**config.mk**
```make
export PLATFORM = sky130hd
export DESIGN_NAME = line_rasterizer
export DESIGN_NICKNAME = d
export VERILOG_FILES = /design/src/hw/rtl/lr_pkg.sv /design/src/hw/rtl/lr_core.sv /design/src/hw/rtl/lr_outq.sv /design/src/hw/rtl/line_rasterizer.sv
export SDC_FILE = /design/constraint.sdc
export NUM_CORES = 1
export LEC_CHECK = 0
export ABC_CLOCK_PERIOD_IN_PS = 9700
export BUFFER_PORTS_ARGS = -buffer_cell sky130_fd_sc_hd__buf_2
export CORE_MARGIN = 3
export CORE_UTILIZATION = 50
export DETAILED_ROUTE_END_ITERATION = 10
export PLACE_DENSITY = 0.73
export SYNTH_ARGS = -nofsm -noshare
export SYNTH_HDL_FRONTEND = slang
export SYNTH_SLANG_ARGS = --single-unit
```
**constraint.sdc**
```tcl
create_clock -name clk -period 9.7 [get_ports clk]
set_clock_uncertainty 0.1 [all_clocks]
set_input_delay 0.97 -clock clk [delete_from_list [all_inputs] [get_ports clk]]
set_output_delay 0.97 -clock clk [all_outputs]
set_load 0.02 [all_outputs]
```
**src/hw/rtl/lr_pkg.sv**
```systemverilog
// ----------------------------------------------------------------------------
// Line rasterizer package
// Shared widths, codes and record types of the line rasterizer.
// ----------------------------------------------------------------------------
package lr_pkg;

  localparam int COORD_BITS = 12;
  localparam int DELTA_BITS = COORD_BITS + 1;
  localparam int ERR_BITS   = COORD_BITS + 2;
  localparam int COLOR_BITS = 24;
  localparam int DEPTH_BITS = 16;
  localparam int CFG_BITS   = 1;

  localparam logic [COLOR_BITS-1:0] COLOR_RAISED_RESET = 24'h0000ff;
  localparam logic [COLOR_BITS-1:0] COLOR_FLAT_RESET   = 24'hffffff;

  localparam int FIFO_DEPTH = 4;
  localparam int FIFO_AW    = $clog2(FIFO_DEPTH);
  localparam int FIFO_CW    = $clog2(FIFO_DEPTH + 1);

  typedef enum logic {
    FUNC_START = 1'b0,
    FUNC_STEP  = 1'b1
  } func_t;

  typedef enum logic [CFG_BITS-1:0] {
    REG_COLOR_RAISED = 1'b0,
    REG_COLOR_FLAT   = 1'b1
  } cfg_reg_t;

  typedef struct packed {
    logic [COORD_BITS-1:0] x;
    logic [COORD_BITS-1:0] y;
    logic [COLOR_BITS-1:0] color;
    logic                  last;
  } pixel_t;

  typedef struct packed {
    logic   first_valid;
    logic   second_valid;
    pixel_t first;
    pixel_t second;
  } push_t;

endpackage

```
**src/hw/rtl/lr_core.sv**
```systemverilog
// ----------------------------------------------------------------------------
// Line rasterizer core
// Line state and combinational start / step update; emits up to two pixels.
// ----------------------------------------------------------------------------
module lr_core (
  input  logic                                 clk,
  input  logic                                 rst,
  input  logic                                 accept,
  input  logic                                 func,
  input  logic signed [lr_pkg::COORD_BITS-1:0] x_start,
  input  logic signed [lr_pkg::COORD_BITS-1:0] y_start,
  input  logic signed [lr_pkg::COORD_BITS-1:0] x_end,
  input  logic signed [lr_pkg::COORD_BITS-1:0] y_end,
  input  logic signed [lr_pkg::DEPTH_BITS-1:0] depth,
  input  logic        [lr_pkg::COLOR_BITS-1:0] color_raised,
  input  logic        [lr_pkg::COLOR_BITS-1:0] color_flat,
  output lr_pkg::push_t                        push
);

  logic [lr_pkg::COORD_BITS-1:0] cur_x, cur_x_next;
  logic [lr_pkg::COORD_BITS-1:0] cur_y, cur_y_next;
  logic [lr_pkg::ERR_BITS-1:0]   err_acc, err_acc_next;
  logic [lr_pkg::DELTA_BITS-1:0] delta_x, delta_x_next;
  logic [lr_pkg::DELTA_BITS-1:0] delta_y, delta_y_next;
  logic [lr_pkg::DELTA_BITS-1:0] steps_left, steps_left_next;
  logic x_goes_down, x_goes_down_next;
  logic y_goes_down, y_goes_down_next;
  logic major_is_x, major_is_x_next;
  logic raised_flag, raised_flag_next;

  logic signed [lr_pkg::DELTA_BITS-1:0] xs_w, ys_w, xe_w, ye_w;
  logic [lr_pkg::DELTA_BITS-1:0] s_dx, s_dy, s_major;
  logic s_xdown, s_ydown, s_major_x, s_raised;
  logic [lr_pkg::COLOR_BITS-1:0] s_color, t_color;

  logic [lr_pkg::DELTA_BITS-1:0] t_major, t_minor, t_steps;
  logic [lr_pkg::ERR_BITS-1:0]   t_sum, t_err;
  logic                          t_bump, t_active;
  logic [lr_pkg::COORD_BITS-1:0] t_xstep, t_ystep, t_x, t_y;

  // start item
  always_comb begin
    xs_w      = {x_start[lr_pkg::COORD_BITS-1], x_start};
    ys_w      = {y_start[lr_pkg::COORD_BITS-1], y_start};
    xe_w      = {x_end[lr_pkg::COORD_BITS-1], x_end};
    ye_w      = {y_end[lr_pkg::COORD_BITS-1], y_end};
    s_xdown   = x_start > x_end;
    s_ydown   = y_start > y_end;
    s_dx      = s_xdown ? xs_w - xe_w : xe_w - xs_w;
    s_dy      = s_ydown ? ys_w - ye_w : ye_w - ys_w;
    s_major_x = s_dx > s_dy;
    s_major   = s_major_x ? s_dx : s_dy;
    s_raised  = depth > 0;
    s_color   = s_raised ? color_raised : color_flat;
  end

  // step item
  always_comb begin
    t_active = steps_left != '0;
    t_major  = major_is_x ? delta_x : delta_y;
    t_minor  = major_is_x ? delta_y : delta_x;
    t_sum    = err_acc + {1'b0, t_minor};
    t_bump   = t_sum > {1'b0, t_major};
    t_err    = t_bump ? t_sum - {1'b0, t_major} : t_sum;
    t_xstep  = x_goes_down ? '1 : lr_pkg::COORD_BITS'(1);
    t_ystep  = y_goes_down ? '1 : lr_pkg::COORD_BITS'(1);
    t_x      = (major_is_x || t_bump) ? cur_x + t_xstep : cur_x;
    t_y      = (!major_is_x || t_bump) ? cur_y + t_ystep : cur_y;
    t_steps  = steps_left - lr_pkg::DELTA_BITS'(1);
    t_color  = raised_flag ? color_raised : color_flat;
  end

  always_comb begin
    cur_x_next       = cur_x;
    cur_y_next       = cur_y;
    err_acc_next     = err_acc;
    delta_x_next     = delta_x;
    delta_y_next     = delta_y;
    steps_left_next  = steps_left;
    x_goes_down_next = x_goes_down;
    y_goes_down_next = y_goes_down;
    major_is_x_next  = major_is_x;
    raised_flag_next = raised_flag;

    push.first_valid   = 1'b0;
    push.second_valid  = 1'b0;
    push.first.x       = x_start;
    push.first.y       = y_start;
    push.first.color   = s_color;
    push.first.last    = 1'b0;
    push.second.x      = x_end;
    push.second.y      = y_end;
    push.second.color  = s_color;
    push.second.last   = s_major == '0;

    if (accept) begin
      case (lr_pkg::func_t'(func))
        lr_pkg::FUNC_START: begin
          cur_x_next        = x_start;
          cur_y_next        = y_start;
          err_acc_next      = lr_pkg::ERR_BITS'(s_major[lr_pkg::DELTA_BITS-1:1]);
          delta_x_next      = s_dx;
          delta_y_next      = s_dy;
          steps_left_next   = s_major;
          x_goes_down_next  = s_xdown;
          y_goes_down_next  = s_ydown;
          major_is_x_next   = s_major_x;
          raised_flag_next  = s_raised;
          push.first_valid  = 1'b1;
          push.second_valid = 1'b1;
        end
        lr_pkg::FUNC_STEP: begin
          if (t_active) begin
            cur_x_next       = t_x;
            cur_y_next       = t_y;
            err_acc_next     = t_err;
            steps_left_next  = t_steps;
            push.first_valid = 1'b1;
            push.first.x     = t_x;
            push.first.y     = t_y;
            push.first.color = t_color;
            push.first.last  = t_steps == '0;
          end
        end
        default: begin
          push.first_valid = 1'b0;
        end
      endcase
    end
  end

  always_ff @(posedge clk) begin
    if (rst) begin
      cur_x       <= '0;
      cur_y       <= '0;
      err_acc     <= '0;
      delta_x     <= '0;
      delta_y     <= '0;
      steps_left  <= '0;
      x_goes_down <= 1'b0;
      y_goes_down <= 1'b0;
      major_is_x  <= 1'b0;
      raised_flag <= 1'b0;
    end else begin
      cur_x       <= cur_x_next;
      cur_y       <= cur_y_next;
      err_acc     <= err_acc_next;
      delta_x     <= delta_x_next;
      delta_y     <= delta_y_next;
      steps_left  <= steps_left_next;
      x_goes_down <= x_goes_down_next;
      y_goes_down <= y_goes_down_next;
      major_is_x  <= major_is_x_next;
      raised_flag <= raised_flag_next;
    end
  end

endmodule

```
**src/hw/rtl/lr_outq.sv**
```systemverilog
// ----------------------------------------------------------------------------
// Line rasterizer output queue
// Small pixel queue taking up to two beats per cycle, giving one per cycle while pixel_ready is high.
// ----------------------------------------------------------------------------
module lr_outq (
  input  logic                                 clk,
  input  logic                                 rst,
  input  lr_pkg::push_t                        push,
  output logic                                 room,
  output logic                                 pixel_valid,
  input  logic                                 pixel_ready,
  output logic signed [lr_pkg::COORD_BITS-1:0] pixel_x,
  output logic signed [lr_pkg::COORD_BITS-1:0] pixel_y,
  output logic        [lr_pkg::COLOR_BITS-1:0] color,
  output logic                                 last
);

  lr_pkg::pixel_t mem [lr_pkg::FIFO_DEPTH];
  logic [lr_pkg::FIFO_AW-1:0] wr_ptr, rd_ptr;
  logic [lr_pkg::FIFO_CW-1:0] count, count_next;
  logic [lr_pkg::FIFO_CW-1:0] n_push;
  logic                       pop;
  lr_pkg::pixel_t             head;

  always_comb begin
    n_push      = lr_pkg::FIFO_CW'(push.first_valid) + lr_pkg::FIFO_CW'(push.second_valid);
    pixel_valid = count != '0;
    pop         = pixel_valid && pixel_ready;
    count_next  = count + n_push - lr_pkg::FIFO_CW'(pop);
    room        = count <= lr_pkg::FIFO_CW'(lr_pkg::FIFO_DEPTH - 2);
    head        = mem[rd_ptr];
    pixel_x     = head.x;
    pixel_y     = head.y;
    color       = head.color;
    last        = head.last;
  end

  always_ff @(posedge clk) begin
    if (push.first_valid) begin
      mem[wr_ptr] <= push.first;
    end
    if (push.second_valid) begin
      mem[wr_ptr + lr_pkg::FIFO_AW'(1)] <= push.second;
    end
  end

  always_ff @(posedge clk) begin
    if (rst) begin
      wr_ptr <= '0;
      rd_ptr <= '0;
      count  <= '0;
    end else begin
      wr_ptr <= wr_ptr + n_push[lr_pkg::FIFO_AW-1:0];
      rd_ptr <= rd_ptr + lr_pkg::FIFO_AW'(pop);
      count  <= count_next;
    end
  end

endmodule

```
**src/hw/rtl/line_rasterizer.sv**
```systemverilog
// ----------------------------------------------------------------------------
// Line rasterizer
// Bresenham line stepping with two colour registers and a pixel queue.
// ----------------------------------------------------------------------------
//   channel   signals                          beat
//   item      item_valid / item_ready          func, endpoints, depth
//   pixel     pixel_valid / pixel_ready        pixel_x, pixel_y, color, last
//   cfg       cfg_valid / cfg_ready            cfg_index, cfg_data
//
// One item per cycle while item_ready is high: the line state updates in
// the cycle of the beat and its pixels enter a four-entry queue. A start
// item leaves two pixel beats, so back-to-back starts are bounded by the
// pixel port. item_ready drops while the queue has fewer than two free
// entries. Reset clears the line state and the queue and restores the
// reset colours.
// ----------------------------------------------------------------------------
module line_rasterizer (
  input  logic                                 clk,
  input  logic                                 rst,
  input  logic                                 item_valid,
  output logic                                 item_ready,
  input  logic                                 func,
  input  logic signed [lr_pkg::COORD_BITS-1:0] x_start,
  input  logic signed [lr_pkg::COORD_BITS-1:0] y_start,
  input  logic signed [lr_pkg::COORD_BITS-1:0] x_end,
  input  logic signed [lr_pkg::COORD_BITS-1:0] y_end,
  input  logic signed [lr_pkg::DEPTH_BITS-1:0] depth,
  output logic                                 pixel_valid,
  input  logic                                 pixel_ready,
  output logic signed [lr_pkg::COORD_BITS-1:0] pixel_x,
  output logic signed [lr_pkg::COORD_BITS-1:0] pixel_y,
  output logic        [lr_pkg::COLOR_BITS-1:0] color,
  output logic                                 last,
  input  logic                                 cfg_valid,
  output logic                                 cfg_ready,
  input  logic        [lr_pkg::CFG_BITS-1:0]   cfg_index,
  input  logic        [lr_pkg::COLOR_BITS-1:0] cfg_data
);

  logic [lr_pkg::COLOR_BITS-1:0] color_raised;
  logic [lr_pkg::COLOR_BITS-1:0] color_flat;
  logic                          room;
  logic                          accept;
  lr_pkg::push_t                 push;

  assign cfg_ready  = 1'b1;
  assign item_ready = room;
  assign accept     = item_valid && room;

  always_ff @(posedge clk) begin
    if (rst) begin
      color_raised <= lr_pkg::COLOR_RAISED_RESET;
      color_flat   <= lr_pkg::COLOR_FLAT_RESET;
    end else if (cfg_valid) begin
      case (lr_pkg::cfg_reg_t'(cfg_index))
        lr_pkg::REG_COLOR_RAISED: color_raised <= cfg_data;
        lr_pkg::REG_COLOR_FLAT:   color_flat   <= cfg_data;
        default: begin
          color_raised <= color_raised;
        end
      endcase
    end
  end

  lr_core u_core (
    .clk          (clk),
    .rst          (rst),
    .accept       (accept),
    .func         (func),
    .x_start      (x_start),
    .y_start      (y_start),
    .x_end        (x_end),
    .y_end        (y_end),
    .depth        (depth),
    .color_raised (color_raised),
    .color_flat   (color_flat),
    .push         (push)
  );

  lr_outq u_outq (
    .clk         (clk),
    .rst         (rst),
    .push        (push),
    .room        (room),
    .pixel_valid (pixel_valid),
    .pixel_ready (pixel_ready),
    .pixel_x     (pixel_x),
    .pixel_y     (pixel_y),
    .color       (color),
    .last        (last)
  );

endmodule
```
-- Yosys cells after proc, flatten, opt, wreduce, memory -nomap -nowiden
Memory sizes are Yosys's and may differ from the RTL's. A register that Yosys moved wholly into a read port is not among the register bits.
Cells that the tools add are included.
Widths: inputs -> output; s select.
- flip-flop bits (word level): 136
- latch bits: 0
- RAM bits: 196
- ROM bits: 0
- bits of input ports: 95
- output and inout port bits: 52
- logic and storage cells: 84
- memories: 1
- memory list (name ; words ; bits a word ; read ports ; clocked after memory_dff ; write ports ; RTL line ; source):
    u_outq.mem ; 4 ; 49 ; 1 ; 1 ; 2 ; lr_outq.sv:18 ; lr_pkg::pixel_t mem [lr_pkg::FIFO_DEPTH];
- add/sub/neg operators: 15
- multipliers: 0
- div/mod/pow operators: 0
- order comparisons: 6
- equality and inequality tests: 1
- shift-type cells: 0
- mux-type cells: 31
- bitwise operators: 2
- reduce and logical (&&, ||, !) cells: 13
- operators by type and width (cell ; number):
    $mux 49 ; 2
    $mux 13 ; 6
    $mux 12 ; 6
    $sub 12x12->13 ; 4
    $mux 51 ; 1
    $mux 24 ; 2
    $pmux 12 s2 ; 2
    $mux 14 ; 2
    $pmux 14 s2 ; 1
    $logic_not 13->1 ; 2
    $pmux 13 s2 ; 1
    $add 12x12->12 ; 2
    $gt 12x12->1 ; 2
    $gt 16x1->1 const B ; 1
    $add 14x13->14 ; 1
    $gt 14x13->1 ; 1
    $sub 14x13->14 ; 1
    $gt 13x13->1 ; 1
    $reduce_bool 13->1 ; 1
    $sub 13x1->13 const B ; 1
    $reduce_and 2->1 ; 4
    $mux 1 ; 6
    $add 3x3->3 ; 1
    $le 3x2->1 const B ; 1
    13 further kinds ; 16

-- Longest topological paths before layout
- depth after elaboration: 11
- depth in mapped cells: 23
- gate-level depth less buffers: 20

-- Cells and area by module
Synthesis repeated with hierarchy kept, for this count alone.
- cells, all modules: 2069
- area, all modules: 21976.1 µm²
- modules (own cells, without submodules) (module ; instances ; cells each ; area each (µm²) ; sequential area each (µm²)):
    lr_core ; 1 ; 1358 ; 10246.1 ; 1621.6
    lr_outq ; 1 ; 517 ; 9794.4 ; 6025.8
    line_rasterizer ; 1 ; 194 ; 1935.6 ; 960.9

-- Least setup slack after synthesis
OpenSTA, ideal clock, no wires.
- path type: in2reg
- from: input x_start[10] (netlist bit)
- to: memory u_outq.mem[1][0] (netlist bit), data pin
- setup time: 0.188 ns
- arrival time: 5.733 ns
- data required time: 9.412 ns
- setup slack: 3.678 ns
- stages: 21
- path buffers: 3
- cells stage by stage: inv_1 > ha_1 > clkbuf_1 > nand4_1 > a211oi_1 > a21oi_1 > a21oi_2 > buf_4 > mux2_2 > a221o_1 > xnor2_1 > inv_1 > ha_1 > nand4_1 > or4_1 > o21ai_0 > or2_1 > clkbuf_1 > mux2_4 > or4_4 > o41ai_1
- RTL lines (what ; RTL line ; source):
    from (decl) ; line_rasterizer.sv:23 ; input logic signed [lr_pkg::COORD_BITS-1:0] x_start,
    to (decl) ; lr_outq.sv:18 ;

==> results.tsv <==
stage	metric	value	unit
layout	final_area	23400	µm²
sta	min_period	6.77	ns
synth	synthCells	2171	
floorplanning	die_h	212	µm
global_routing	grt_overflow_total	0	
floorplanning	die_x	212	µm
clocking	cts-resized-gates	0	
clocking	cts_tree	yes	
clocking	clockBufferDepth	3	
clocking	cts_buffers	37	
detailed_routing	avgRoutedWirePerCell	22.9	µm
synth	synth-seq-cells	332	
synth	synth_edf_count	196	
clocking	ctsHoldBuffers	0	
floorplanning	rows	74	
worst_setup_path	worstSetupStartpointType	flop	
clocking	clkSlewWorstSetupHoldPaths	0.06	ns
global_routing	grt_pass1_vias	17420	
synth	seq_area_frac_synth	40.7	%
sta	rsz0062_at_grt	no	
clocking	clkSinkCount	332	
worst_setup_path	crit_buf_inv	3	
worst_setup_path	critPathRequiredTime	9.85	ns
power	ir_drop	266	µV
global_routing	antenna_found_initial	1	
detailed_routing	drt_iter0_markers	2068	
worst_setup_path	critPathSlowestCell	dfxtp_2	
placement	port_buffers	145	
worst_setup_path	cp_top_family	compound AO/OA/AOI/OAI gates	
synth	yosysUniqueCellTypes	86	
layout	fill_cells	3540	
job	maxCapViolCount	0	
clocking	ctsRootBufferMaster	clkbuf_16	
floorplanning	num_io_pins	147	
sta	post-route-period-util	69.8	%
synth	syn_area_per_cell	9.74	µm²
layout	drive_gt1_share	18.4	%
detailed_routing	wirelength	64.1	mm
floorplanning	dieArea	44800	µm²
worst_setup_path	end_kind	flop	
sta	slew_viol_final	0	
worst_hold_path	hold_class	reg -> reg	
synth	synthesis.nets	2389	
placement	globalplace.congestion	1.01	
detailed_routing	first_pass_iters	6	
sta	setup_slack	2.93	ns
global_routing	grt_max_degree	97	
worst_setup_path	worst_path_largest_cell_delay	0.69	ns
outcome	status	completed	
placement	dp_hpwl	43.0	mm
floorplanning	core_area	41300	µm²
detailed_routing	drtAntennaViolNets	0	
layout	fin_nets	2457	
global_routing	grt_pass1_wl	98.3	mm
clocking	cts_setup_buffers	0	
synth	yosys_most_used_dff	edfxtp_1	
sta	worst_pin_slew	1.16	ns
placement	place_area	22300	µm²
global_routing	track_usage	28.0	%
floorplanning	start_util	51.2	%
layout	syn2layout_area_growth	10.7	%
worst_setup_path	critPathKind	reg -> reg	
power	cellPowerDensity	291	nW/µm²
synth	yosysWarningCount	0	
placement	dp_slack	2.55	ns
clocking	htree_levels	2	
synth	ys_async_sr_fraction	0	%
worst_setup_path	cp.arrival	6.92	ns
layout	multi_input_area	11600	µm²
worst_setup_path	crit_chain	buf_4, mux2i_1, inv_1, ha_1, a21o_1, a21oi_1, o21a_1, o21bai_1, a2111oi_0, nor3_1, xor2_1, ha_1, nand2_1, nor4_1, a211oi_1, a31oi_2, buf_4, nand2_1, o311ai_1, a31oi_1	
sta	final-hold-violation-count	0	
sta	max_freq	148	MHz
power	power_leakage	8.98	nW
synth	syn-cell-area	21100	µm²
detailed_routing	vias	18056	
worst_setup_path	worstPathMaxFanout	33	
sta	slew_headroom	22.3	%
detailed_routing	drt_drc_violations_left	0	
clocking	clk_latency	0.55	ns
sta	fin_tns_setup	0	ns
layout	regArea	8610	µm²
sta	setup_viol	0	
detailed_routing	via_per_inst	6.44	
path summary, 6_finish.rpt:
path                            cells after the start           endpoint  slack [ns]               from
worst max register to register                     20  u_outq.mem[2][38]        2.93  u_core.major_is_x
worst max-delay path                               20  u_outq.mem[2][38]        2.93  u_core.major_is_x
worst min register to register                      2  u_core.err_acc[7]        0.36  u_core.err_acc[7]
worst min-delay path                                2  u_core.err_acc[7]        0.36  u_core.err_acc[7]
layout by cell type, fill, tap and decap left out, types with 7 or more instances in the layout:
cell type    n
clkbuf_1    11
edfxtp_1   196
xnor2_1     42
xor2_1      19
nor4_1       7
nor2b_1     16
dfxtp_1    133
ha_1       114
o22ai_1     74
mux2_1       7
nand3_1     83
nand2_1    189
or3_1       10
mux4_2      49
mux2_2     106
o211ai_1    14
a21oi_1    110
a21o_1      27
o21ai_0    149
a31oi_1     40
clkbuf_16   37
fa_1         9
nand2b_1    16
mux2i_1     40
nand4_1     15
o21ai_1     18
o31a_1       8
o21bai_1     8
buf_2      144
nor3_1      40
and3_1      12
buf_4       33
a211oi_1    64
a2111oi_0   15
inv_1      112
o21a_1      13
or4_1        7
and2_1       7
nor2_1     141
final cells by class:
class / count / share of cell area, %
Timing Repair Buffer: 177 / 4.14
Multi-Input combinational cell: 1576 / 49.5
Sequential cell: 332 / 36.8
Tap cell: 532 / 2.85
Clock inverter: 17 / 0.503
Antenna cell: 3 / 0.0321
Clock buffer: 51 / 4.31
Inverter: 115 / 1.85
synthesized netlist by cell type (all sizes together) (41+ instances only):
| cell | count | area, µm² |
|---|---|---|
| nor2 | 143 | 539 |
| dfxtp | 136 | 2720 |
| nor3 | 41 | 205 |
| o21ai | 169 | 850 |
| ha | 114 | 1430 |
| clkbuf | 121 | 454 |
| mux4 | 49 | 1100 |
| a21oi | 113 | 581 |
| inv | 114 | 428 |
| edfxtp | 196 | 5890 |
| mux2i | 41 | 410 |
| o22ai | 74 | 463 |
| mux2 | 114 | 1290 |
| xnor2 | 42 | 368 |
| nand2 | 189 | 709 |
| a211oi | 65 | 488 |
| nand3 | 84 | 433 |
| a31oi | 41 | 257 |
cells by family (layout without fill, tap and decap cells):
group | Yosys count | after routing | synth area share, %
multiplexers | 204 | 204 | 13.3
AND/OR/NAND/NOR | 565 | 565 | 12.3
flip-flops | 332 | 332 | 40.7
adder cells (fa/ha/maj) | 123 | 123 | 7.60
AO/OA/AOI/OAI | 622 | 622 | 18.7
other | 1 | 4 | 0.0177
XOR/XNOR | 61 | 61 | 2.53
buffers and inverters | 263 | 360 | 4.82
state kept, by name, summed over array words and instances, names as in the netlist:
| name | count |
|---|---|
| u_outq.mem | 196 |
| color_flat | 24 |
| color_raised | 24 |
| u_core.err_acc | 14 |
| u_core.delta_x | 13 |
| u_core.delta_y | 13 |
| u_core.steps_left | 13 |
| u_core.cur_x | 12 |
| u_core.cur_y | 12 |
| u_outq.count | 3 |
| u_outq.rd_ptr | 2 |
| u_outq.wr_ptr | 2 |
| u_core.major_is_x | 1 |
| u_core.raised_flag | 1 |
| u_core.x_goes_down | 1 |
| u_core.y_goes_down | 1 |
stage by stage:
step	utilization [%]	hold slack, ns	power, mW	std cells
floorplan	-	0.336	4.44	2171
global placement	53.9	0.343	5.34	2732
finish	56.7	0.360	6.80	2803
global route	56.6	0.391	7.17	2801
detailed placement	53.9	0.351	5.41	2732
CTS	56.6	0.358	6.76	2800
worst min-delay path: cells and delay by family (launching register included):
kind	cells	cell delay, ns
AO/OA/AOI/OAI	1	0.05
flip-flops	1	0.31
AND/OR/NAND/NOR	1	0.05
report_power, final:
| part | switching [mW] | internal (mW) |
|---|---|---|
| sequential | 0.182 | 1.85 |
| clock | 0.601 | 0.737 |
| combinational | 2.15 | 1.28 |
| total | 2.94 | 3.87 |
layer usage:
layer | routed length, µm | vias to the layer above | track usage (%)
li1 | - | 8279 | -
met1 | 26100 | 8705 | 37.6
met2 | 29200 | 905 | 44.7
met3 | 6360 | 167 | 5.74
met4 | 2560 | 0 | 11.2
met5 | 0 | - | 0
No activity file was read; power rests on OpenSTA's default activity.
